File: src/rtl/pfn_pkg.sv
// ----------------------------------------------------------------------------
// pfn_pkg
// Shared constants, types and helper functions for the fractal noise core.
// ----------------------------------------------------------------------------
`timescale 1ns / 1ps
`default_nettype none

package pfn_pkg;

   localparam int MaxOctaves = 8;

   // pipeline: scale multiply, five lane stages, sum, normalize multiply, output
   localparam int PipeDepth = 9;

   // bits of the scaled coordinate that any octave looks at
   localparam int ScaleLsb  = 25 - MaxOctaves;
   localparam int ScaleW    = 48 - ScaleLsb;
   localparam int CellBase  = 40 - ScaleLsb;
   localparam int FracBase  = 24 - ScaleLsb;

   localparam int NoiseW    = 20;
   localparam int SumW      = NoiseW + MaxOctaves;
   localparam int RecipW    = 17;
   localparam int ProdW     = SumW + RecipW + 1;
   localparam int OctW      = $clog2(MaxOctaves + 1);

   localparam int CsrIndexW = 4;
   localparam int CsrDataW  = 32;
   localparam logic [CsrIndexW-1:0] CsrBaseFreq    = CsrIndexW'(0);
   localparam logic [CsrIndexW-1:0] CsrOctaveCount = CsrIndexW'(1);

   localparam logic [31:0] BaseFreqReset    = 32'h0100_0000;
   localparam logic [3:0]  OctaveCountReset = 4'd1;

   typedef logic signed [NoiseW-1:0] noise_type;

   typedef struct packed {
      logic advance;
   } pipe_ctrl_type;

   localparam logic [7:0] PermRom [256] = '{
      8'd151, 8'd160, 8'd137, 8'd91,  8'd90,  8'd15,  8'd131, 8'd13,
      8'd201, 8'd95,  8'd96,  8'd53,  8'd194, 8'd233, 8'd7,   8'd225,
      8'd140, 8'd36,  8'd103, 8'd30,  8'd69,  8'd142, 8'd8,   8'd99,
      8'd37,  8'd240, 8'd21,  8'd10,  8'd23,  8'd190, 8'd6,   8'd148,
      8'd247, 8'd120, 8'd234, 8'd75,  8'd0,   8'd26,  8'd197, 8'd62,
      8'd94,  8'd252, 8'd219, 8'd203, 8'd117, 8'd35,  8'd11,  8'd32,
      8'd57,  8'd177, 8'd33,  8'd88,  8'd237, 8'd149, 8'd56,  8'd87,
      8'd174, 8'd20,  8'd125, 8'd136, 8'd171, 8'd168, 8'd68,  8'd175,
      8'd74,  8'd165, 8'd71,  8'd134, 8'd139, 8'd48,  8'd27,  8'd166,
      8'd77,  8'd146, 8'd158, 8'd231, 8'd83,  8'd111, 8'd229, 8'd122,
      8'd60,  8'd211, 8'd133, 8'd230, 8'd220, 8'd105, 8'd92,  8'd41,
      8'd55,  8'd46,  8'd245, 8'd40,  8'd244, 8'd102, 8'd143, 8'd54,
      8'd65,  8'd25,  8'd63,  8'd161, 8'd1,   8'd216, 8'd80,  8'd73,
      8'd209, 8'd76,  8'd132, 8'd187, 8'd208, 8'd89,  8'd18,  8'd169,
      8'd200, 8'd196, 8'd135, 8'd130, 8'd116, 8'd188, 8'd159, 8'd86,
      8'd164, 8'd100, 8'd109, 8'd198, 8'd173, 8'd186, 8'd3,   8'd64,
      8'd52,  8'd217, 8'd226, 8'd250, 8'd124, 8'd123, 8'd5,   8'd202,
      8'd38,  8'd147, 8'd118, 8'd126, 8'd255, 8'd82,  8'd85,  8'd212,
      8'd207, 8'd206, 8'd59,  8'd227, 8'd47,  8'd16,  8'd58,  8'd17,
      8'd182, 8'd189, 8'd28,  8'd42,  8'd223, 8'd183, 8'd170, 8'd213,
      8'd119, 8'd248, 8'd152, 8'd2,   8'd44,  8'd154, 8'd163, 8'd70,
      8'd221, 8'd153, 8'd101, 8'd155, 8'd167, 8'd43,  8'd172, 8'd9,
      8'd129, 8'd22,  8'd39,  8'd253, 8'd19,  8'd98,  8'd108, 8'd110,
      8'd79,  8'd113, 8'd224, 8'd232, 8'd178, 8'd185, 8'd112, 8'd104,
      8'd218, 8'd246, 8'd97,  8'd228, 8'd251, 8'd34,  8'd242, 8'd193,
      8'd238, 8'd210, 8'd144, 8'd12,  8'd191, 8'd179, 8'd162, 8'd241,
      8'd81,  8'd51,  8'd145, 8'd235, 8'd249, 8'd14,  8'd239, 8'd107,
      8'd49,  8'd192, 8'd214, 8'd31,  8'd181, 8'd199, 8'd106, 8'd157,
      8'd184, 8'd84,  8'd204, 8'd176, 8'd115, 8'd121, 8'd50,  8'd45,
      8'd127, 8'd4,   8'd150, 8'd254, 8'd138, 8'd236, 8'd205, 8'd93,
      8'd222, 8'd114, 8'd67,  8'd29,  8'd24,  8'd72,  8'd243, 8'd141,
      8'd128, 8'd195, 8'd78,  8'd66,  8'd215, 8'd61,  8'd156, 8'd180
   };

   function automatic logic [7:0] perm(input logic [7:0] idx);
      return PermRom[idx];
   endfunction

   // floor(2^(n+15) / (2^n - 1))
   function automatic logic [RecipW-1:0] recip(input logic [OctW-1:0] n);
      logic [RecipW-1:0] r;
      unique case (5'(n))
         5'd1:    r = 17'd65536;
         5'd2:    r = 17'd43690;
         5'd3:    r = 17'd37449;
         5'd4:    r = 17'd34952;
         5'd5:    r = 17'd33825;
         5'd6:    r = 17'd33288;
         5'd7:    r = 17'd33026;
         5'd8:    r = 17'd32896;
         5'd9:    r = 17'd32832;
         5'd10:   r = 17'd32800;
         5'd11:   r = 17'd32784;
         5'd12:   r = 17'd32776;
         5'd13:   r = 17'd32772;
         5'd14:   r = 17'd32770;
         5'd15:   r = 17'd32769;
         5'd16:   r = 17'd32768;
         default: r = 17'd65536;
      endcase
      return r;
   endfunction

   // a + floor((b - a) * t / 2^16), result stays between a and b while t is at most 2^16
   function automatic noise_type lerp(input noise_type a, input noise_type b,
                                      input logic [16:0] t);
      logic signed [NoiseW:0]    diff;
      logic signed [NoiseW+18:0] prod;
      diff = $signed({b[NoiseW-1], b}) - $signed({a[NoiseW-1], a});
      prod = diff * $signed({1'b0, t});
      return a + prod[NoiseW+15:16];
   endfunction

endpackage

`default_nettype wire

File: src/rtl/pfn_norm.sv
// ----------------------------------------------------------------------------
// pfn_norm
// Weighted octave sum, reciprocal normalize and saturation to Q2.13,
// three register stages.
// ----------------------------------------------------------------------------
`timescale 1ns / 1ps
`default_nettype none

module pfn_norm (
   input  wire logic                        clock,
   input  wire pfn_pkg::pipe_ctrl_type      ctrl,
   input  wire logic [pfn_pkg::OctW-1:0]    octaves,
   input  wire pfn_pkg::noise_type          lane_noise [pfn_pkg::MaxOctaves],
   output logic signed [15:0]               noise_value
);

   localparam logic signed [pfn_pkg::ProdW-1:0] SatHi = pfn_pkg::ProdW'(32767);
   localparam logic signed [pfn_pkg::ProdW-1:0] SatLo = pfn_pkg::ProdW'(-32768);

   logic signed [pfn_pkg::SumW-1:0]  acc_in, acc_ff;
   logic signed [pfn_pkg::ProdW-1:0] prod_in, prod_ff, shifted;
   logic signed [15:0]               out_in, out_ff;

   always_comb begin
      acc_in = '0;
      for (int i = 0; i < pfn_pkg::MaxOctaves; i++) begin
         if (pfn_pkg::OctW'(i) < octaves) begin
            acc_in = acc_in +
                     (pfn_pkg::SumW'(lane_noise[i]) <<< (pfn_pkg::MaxOctaves - 1 - i));
         end
      end
      prod_in = acc_ff * $signed({1'b0, pfn_pkg::recip(octaves)});
      shifted = prod_ff >>> (pfn_pkg::MaxOctaves + 18);
      if (shifted > SatHi) begin
         out_in = 16'sd32767;
      end else if (shifted < SatLo) begin
         out_in = -16'sd32768;
      end else begin
         out_in = shifted[15:0];
      end
   end

   always_ff @(posedge clock) begin
      if (ctrl.advance) begin
         acc_ff  <= acc_in;
         prod_ff <= prod_in;
         out_ff  <= out_in;
      end
   end

   assign noise_value = out_ff;

endmodule

`default_nettype wire

File: config.mk
export PLATFORM = sky130hd
export DESIGN_NAME = pfn_norm
export DESIGN_NICKNAME = d
export VERILOG_FILES = /design/src/rtl/pfn_pkg.sv /design/src/rtl/pfn_norm.sv
export SDC_FILE = /design/constraint.sdc
export NUM_CORES = 1
export LEC_CHECK = 0
export ABC_AREA = 1
export ABC_CLOCK_PERIOD_IN_PS = 25700
export BUFFER_PORTS_ARGS = -buffer_cell sky130_fd_sc_hd__clkbuf_2
export CAP_MARGIN = 20
export CORE_MARGIN = 1.5
export CORE_UTILIZATION = 40
export DETAILED_ROUTE_END_ITERATION = 16
export SYNTH_ARGS = -nofsm -noshare
export SYNTH_HDL_FRONTEND = slang
export SYNTH_SLANG_ARGS = --single-unit
File: constraint.sdc
create_clock -name clock -period 25.7 [get_ports clock]
set_clock_uncertainty 0.15 [all_clocks]
set_input_delay 1.285 -clock clock [delete_from_list [all_inputs] [get_ports clock]]
set_output_delay 1.285 -clock clock [all_outputs]
set_load 0.02 [all_outputs]
==> metrics.md, run 1 <==
| Metric | Value |
|---|---|
| Outcome | completed |
| Clk slew on worst S/H paths | 60 ps |
| Core area | around 0.071 mm² |
| Most common cell after layout, fill and taps aside | nand2_1 |
| Final period util | a little over half |
| Post-synthesis sequential area ratio | under 10% |
| IO Count | 182 |
| Worst EP required | roughly 26000 ps |
| Hold path start | prod_ff[45] |
| R2R Path End | prod_ff[43] |
| Post-synth cell types | 63 |
| WL/cell | approximately 18 µm |
| Final hold vios | 0 |
| Synthesized area | between 0.02 and 0.03 mm² |
| Non-Filler Cell Area, Final | 0.0309 mm² |
| Post-CTS sizing | 0 |
| TritonCTS clock tree | built |
| Via count | about 26000 |
| EDFF count, synth | 64 |
| Most frequent cells in the layout | 862 x nand2_1, 860 x inv_1, 435 x fa_1 |
| Type of element capturing the critical path | register |
| Post-synth top area cell | fa_1 |
| Yosys warning total | 0 |
| Overall Global Routing Usage | roughly 25% |
| Finished Layout Cells | 5042 |
| Synthesis-to-finish area growth | 7.72% |
| Die height | approximately 270 µm |
| Initial Util | ~41% |
| Antenna violations before repair | 8 |
| Worst min path class | reg -> reg |
| Highest-delay cell along the critical path | nor2_4 |
| FF-to-FF setup slack | roughly 18000 ps |
| I/O Buffers | 181 |
| Final nets | approximately 5000 |
| Most Frequent Cell on Critical Path | nand2_1 |
| Placed Instances | about 5000 |
| Via density per instance | around 5 |
| Slowest cell delay on critical path | around 920 ps |
| CTS buffer count | 9 |
| Main flop type after synthesis | edfxtp_1 |
| Row count | slightly below 100 |
| Kind of critical path | in -> reg |
| Worst-Margin Slew | 1020 ps |
| Hpwl dp | around 77 mm |
| Pins Over Slew Limit | 0 |
| Setup TNS | 0 ps |
| Crit path max fanout | 36 |
| Grt ovf | 0 |
| Gpl congestion | just under 1 |
| Die area | around 0.073 mm² |
| Fmax | about 71 MHz |
| Reg2Reg Depth | 24 |
| Slew margin rel. | 31.7% |
| Finish-stage setup viols | 0 |
| # DRC | 0 |
| Max Cap Viol | 0 |
| H-tree depth | 3 |
| Fraction of layout cells with a size suffix above 1 | 7.89% |
| Hold buffer count at CTS | 0 |
| Drt pass-1 iters | 6 |
| First-pass GRT wire length | roughly 150 mm |
| Number of synthesized register bits | 64 |
| Fillers | about 7300 |
| Post-Syn Instances | roughly 4000 |
| Area contributors post-synth | fa_1 30%, ha_1 13%, nand2_1 11% |
| Antenna-violating nets left | 0 |
| DP Area | approximately 0.031 mm² |
| Worst-Skew Late Latency | 370 ps |
| Clk buf depth | 2 |
| Setup crit start kind | input pin |
| Post-Syn Nets | between 4000 and 5000 |
| Die X | ~270 µm |
| CTS sink count | 64 |
| Final Critical Period | approximately 14000 ps |
| Top cell type's share of synthesized area | a little under a third |
| Largest net degree at the start of global routing | 65 |
| Worst Hold Path EP | noise_value[15] |
| Detailed Route Iter0 Violations | 1834 |
| FF-to-FF Start | acc_ff[7] |
| Postcts setup bufs | 0 |
| Worst hold path cell count | 0 |
| Post-layout util | a little over two fifths |
| Arr. time, crit path | between 10000 and 15000 ps |
| Ys async rst share | 0% |
| RSZ-0062 raised after global routing | false |
| WL final | around 90 mm |
| Clock Tree Root | clkbuf_16 |
| Vias in the first global route | ~26000 |
| Avg Inst Size Synth | between 7 and 8 µm² |
logic make-up after synthesis:
kind of cell / share of synthesized area (%)
simple gates: 22.5
compound gates: 10.9
flops: 6.71
xor+xnor: 3.45
buf+inv: 12.8
fa+ha+maj: 43.5
other cells: 0.0131
synth_stat cells, drive strengths merged, types with 2 or more instances:
cell     number
or2          32
o2111ai       3
nand4        23
o211ai       12
o21ai       177
nor3         38
and2         21
nand3       163
a21o         17
a211oi        6
xor2         72
inv         867
o221ai        2
a21boi       10
fa          435
nand3b        7
o211a         2
xnor2        41
ha          301
a31oi        22
clkbuf       67
o31ai         2
nand2       880
clkinv        5
a41oi         2
o21a         15
buf          32
a21oi       246
nor2        373
o21bai       19
nor4          8
o311ai        2
edfxtp       64
through the flow:
stage / setup WS (ps) / hold WS, ps
after floorplan: 14630 / 350
after global placement: 11480 / 280
after detailed placement: 11550 / 282
after CTS: 11900 / 291
after global routing: 10610 / 301
final: 11690 / 286
sequential cells by signal, summed over array words and instances, names as in the netlist:
name / count
noise_value: 16
acc_ff: 28
prod_ff: 20
routing by layer:
layer | vias up | share of wire, % | global-route usage, %
met1 | 12500 | 47 | 36.3
met2 | 817 | 45 | 40.8
met5 | - | 0 | 0
li1 | 12500 | - | -
met3 | 107 | 6.1 | 2.29
met4 | 0 | 2.6 | 6.87
worst max-delay path by stage:
stage / to / slack [ps] / from
finish: acc_ff[26] / 11690 / octaves[3]
floorplan: acc_ff[27] / 14630 / octaves[1]
global placement: acc_ff[26] / 11480 / octaves[3]
detailed placement: acc_ff[26] / 11550 / octaves[3]
CTS: acc_ff[26] / 11900 / octaves[3]
global route: acc_ff[27] / 10610 / octaves[3]
worst max-delay path, delay by kind of cell:
kind,cells,cell delay [ps]
buf+inv,9,1450
compound gates,21,3300
simple gates,30,5200
fa+ha+maj,7,2420
xor+xnor,2,310
layout make-up:
class                           count  area (µm²)  area share [%]
Sequential cell                    64        1920            6.23
Clock buffer                        9         225           0.730
Clock inverter                      7        71.3           0.231
Timing Repair Buffer              204        1080            3.49
Tap cell                          940        1180            3.81
Multi-Input combinational cell   2940       23100            74.8
Inverter                          872        3280            10.6
Antenna cell                        6        15.0          0.0486
Power of run 1 is not shown: default switching activity piles up to over one toggle a cycle in this logic, so the estimate is an artifact.
==> run 2: changes to the inputs <==
ABC_CLOCK_PERIOD_IN_PS = 12300   (was 25700)
clock period = 12.3 ns   (was 25.7 ns; I/O delays follow)
==> metrics.md, run 2 (synthesized netlist as in run 1, its figures left out) <==
| Metric | Value |
|---|---|
| Post-layout util | 44.0% (+0.23 points) |
| Die X | 271 µm (unchanged) |
| Met2 WL | 41.3 mm (+2.1%) |
| Via count | 26100 (+0.60%) |
| Setup crit start kind | input pin |
| Vias in the first global route | 26400 (+0.027%) |
| Hold path start | prod_ff[45] |
| Detail Route met3 WL | 5.52 mm (+0.31%) |
| Synthesis-to-finish area growth | 8.30% |
| Final hold vios | 0 (unchanged) |
| Crit path max fanout | 7 (-81%) |
| Worst Hold Path EP | noise_value[15] |
| Worst-Skew Late Latency | 380 ps (about the same) |
| # DRC | 0 (unchanged) |
| Finish-stage setup viols | 0 (unchanged) |
| Pre-CTS setup slack | 532 ps (-11020 ps) |
| Antenna-violating nets left | 0 (unchanged) |
| Arr. time, crit path | 11220 ps (-2750 ps) |
| WL final | 90.8 mm (+0.43%) |
| Clock Tree Root | clkbuf_16 |
| FF-to-FF Start | acc_ff[7] |
| Detailed Route Iter0 Violations | 1973 (+7.6%) |
| Worst EP required | 12270 ps (-13400 ps) |
| Final period util | around nine tenths |
| CTS buffer count | 9 (unchanged) |
| Slew margin rel. | 26.9% (-4.8 points) |
| Worst hold path cell count | 0 (unchanged) |
| Non-Filler Cell Area, Final | 0.0310 mm² (+0.53%) |
| Highest-delay cell along the critical path | fa_1 |
| Largest net degree at the start of global routing | 65 (unchanged) |
| Met1 Wirelength | 42.1 mm (-0.25%) |
| DP Area | 0.0306 mm² (+0.20%) |
| Max reg flops | 28 (unchanged) |
| Overall Global Routing Usage | 25.3% (-0.051 points) |
| Max Cap Viol | 0 (unchanged) |
| I/O Buffers | 181 (unchanged) |
| Via density per instance | 5.17 (+0.38%) |
| Die height | 271 µm (unchanged) |
| Initial Util | 40.6% (unchanged) |
| Reg with most FFs | acc_ff |
| FF-to-FF setup slack | 4930 ps (-13470 ps) |
| Final Critical Period | approximately 11000 ps |
| Type of element capturing the critical path | register |
| Die area | 0.0733 mm² (unchanged) |
| Slowest cell delay on critical path | 420 ps (-500 ps) |
| Pins Over Slew Limit | 0 (unchanged) |
| Most frequent cells in the layout | 861 x nand2_1, 860 x inv_1, 435 x fa_1 |
| Reg2Reg Depth | 24 (unchanged) |
| Setup TNS | 0 ps (unchanged) |
| Final nets | 5003 (+0.20%) |
| Core area | 0.0705 mm² (unchanged) |
| Grt ovf | 0 (unchanged) |
| Worst-Margin Slew | 1100 ps (+73.0 ps) |
| Final worst slack | 1050 ps (-10640 ps) |
| Kind of critical path | in -> reg |
| Outcome | completed |
| DR top layer | met4 |
| Hpwl dp | 76.4 mm (-0.55%) |
| CTS sink count | 64 (unchanged) |
| H-tree depth | 3 (unchanged) |
| Gpl congestion | 0.974 (+0.17%) |
| Most common cell after layout, fill and taps aside | nand2_1 |
| IO Count | 182 (unchanged) |
| R2R Path End | prod_ff[43] |
| First-pass GRT wire length | 145 mm (about the same) |
| Drt pass-1 iters | 6 (unchanged) |
| WL/cell | 18.0 µm (+0.21%) |
| Row count | 97 (unchanged) |
| Fraction of layout cells with a size suffix above 1 | 8.38% (+0.49 points) |
| Clk slew on worst S/H paths | 80 ps (+20 ps) |
| Clk buf depth | 2 (unchanged) |
| Worst min path class | reg -> reg |
| Most Frequent Cell on Critical Path | o21ai_0 |
| Antenna violations before repair | 7 (-1) |
| Fmax | between 80 and 90 MHz |
| TritonCTS clock tree | built |
==> run 2: layout make-up <==
| type | instances | area, µm² |
|---|---|---|
| Timing Repair Buffer | 214 | 1150 |
| Sequential cell | 64 | 1920 |
| Antenna cell | 7 | 17.5 |
| Multi-Input combinational cell | 2940 | 23200 |
| Fill cell | 7339 | 39500 |
| Clock inverter | 7 | 100 |
| Tap cell | 940 | 1180 |
| Clock buffer | 9 | 225 |
| Inverter | 872 | 3280 |
==> run 2: worst max-delay path by stage <==
stage,depth (start not counted),to,startpoint,slack [ps]
after global placement,70,acc_ff[27],octaves[1],600
after CTS,70,acc_ff[27],octaves[1],850
final,61,acc_ff[27],octaves[1],1050
after floorplan,70,acc_ff[27],octaves[1],1900
after detailed placement,70,acc_ff[27],octaves[1],530
after global routing,70,acc_ff[26],octaves[1],-20
==> run 2: critical path, delay by kind of cell <==
family,cells,cell delay [ps]
AOI/OAI and AO/OA,23,4550
xor gates and xnor gates,2,450
adders and majority gates,8,2690
buffers and inverters,9,800
and+or+nand+nor,19,2100
==> run 2: layer usage <==
layer | vias to the layer above | track usage (%)
li1 | 12600 | -
met1 | 12600 | 36.2
met2 | 846 | 41.4
met3 | 101 | 2.23
met4 | 0 | 5.69
met5 | - | 0
==> run 2: stage by stage <==
| stage | instances | hold slack (ps) |
|---|---|---|
| after floorplan | 3975 | 350 |
| final | 5053 | 309 |
| after detailed placement | 5028 | 287 |
| after global routing | 5053 | 343 |
| after CTS | 5044 | 319 |
| after global placement | 5028 | 285 |
==> run 2: repair_timing <==
item / in CTS / in global routing
endpoints found under the setup margin: 0 / 3
hold buffers: 0 / 0
buffers inserted: 0 / 2
gates resized for setup: 0 / 15
Power of run 2 is left out for the same reason.
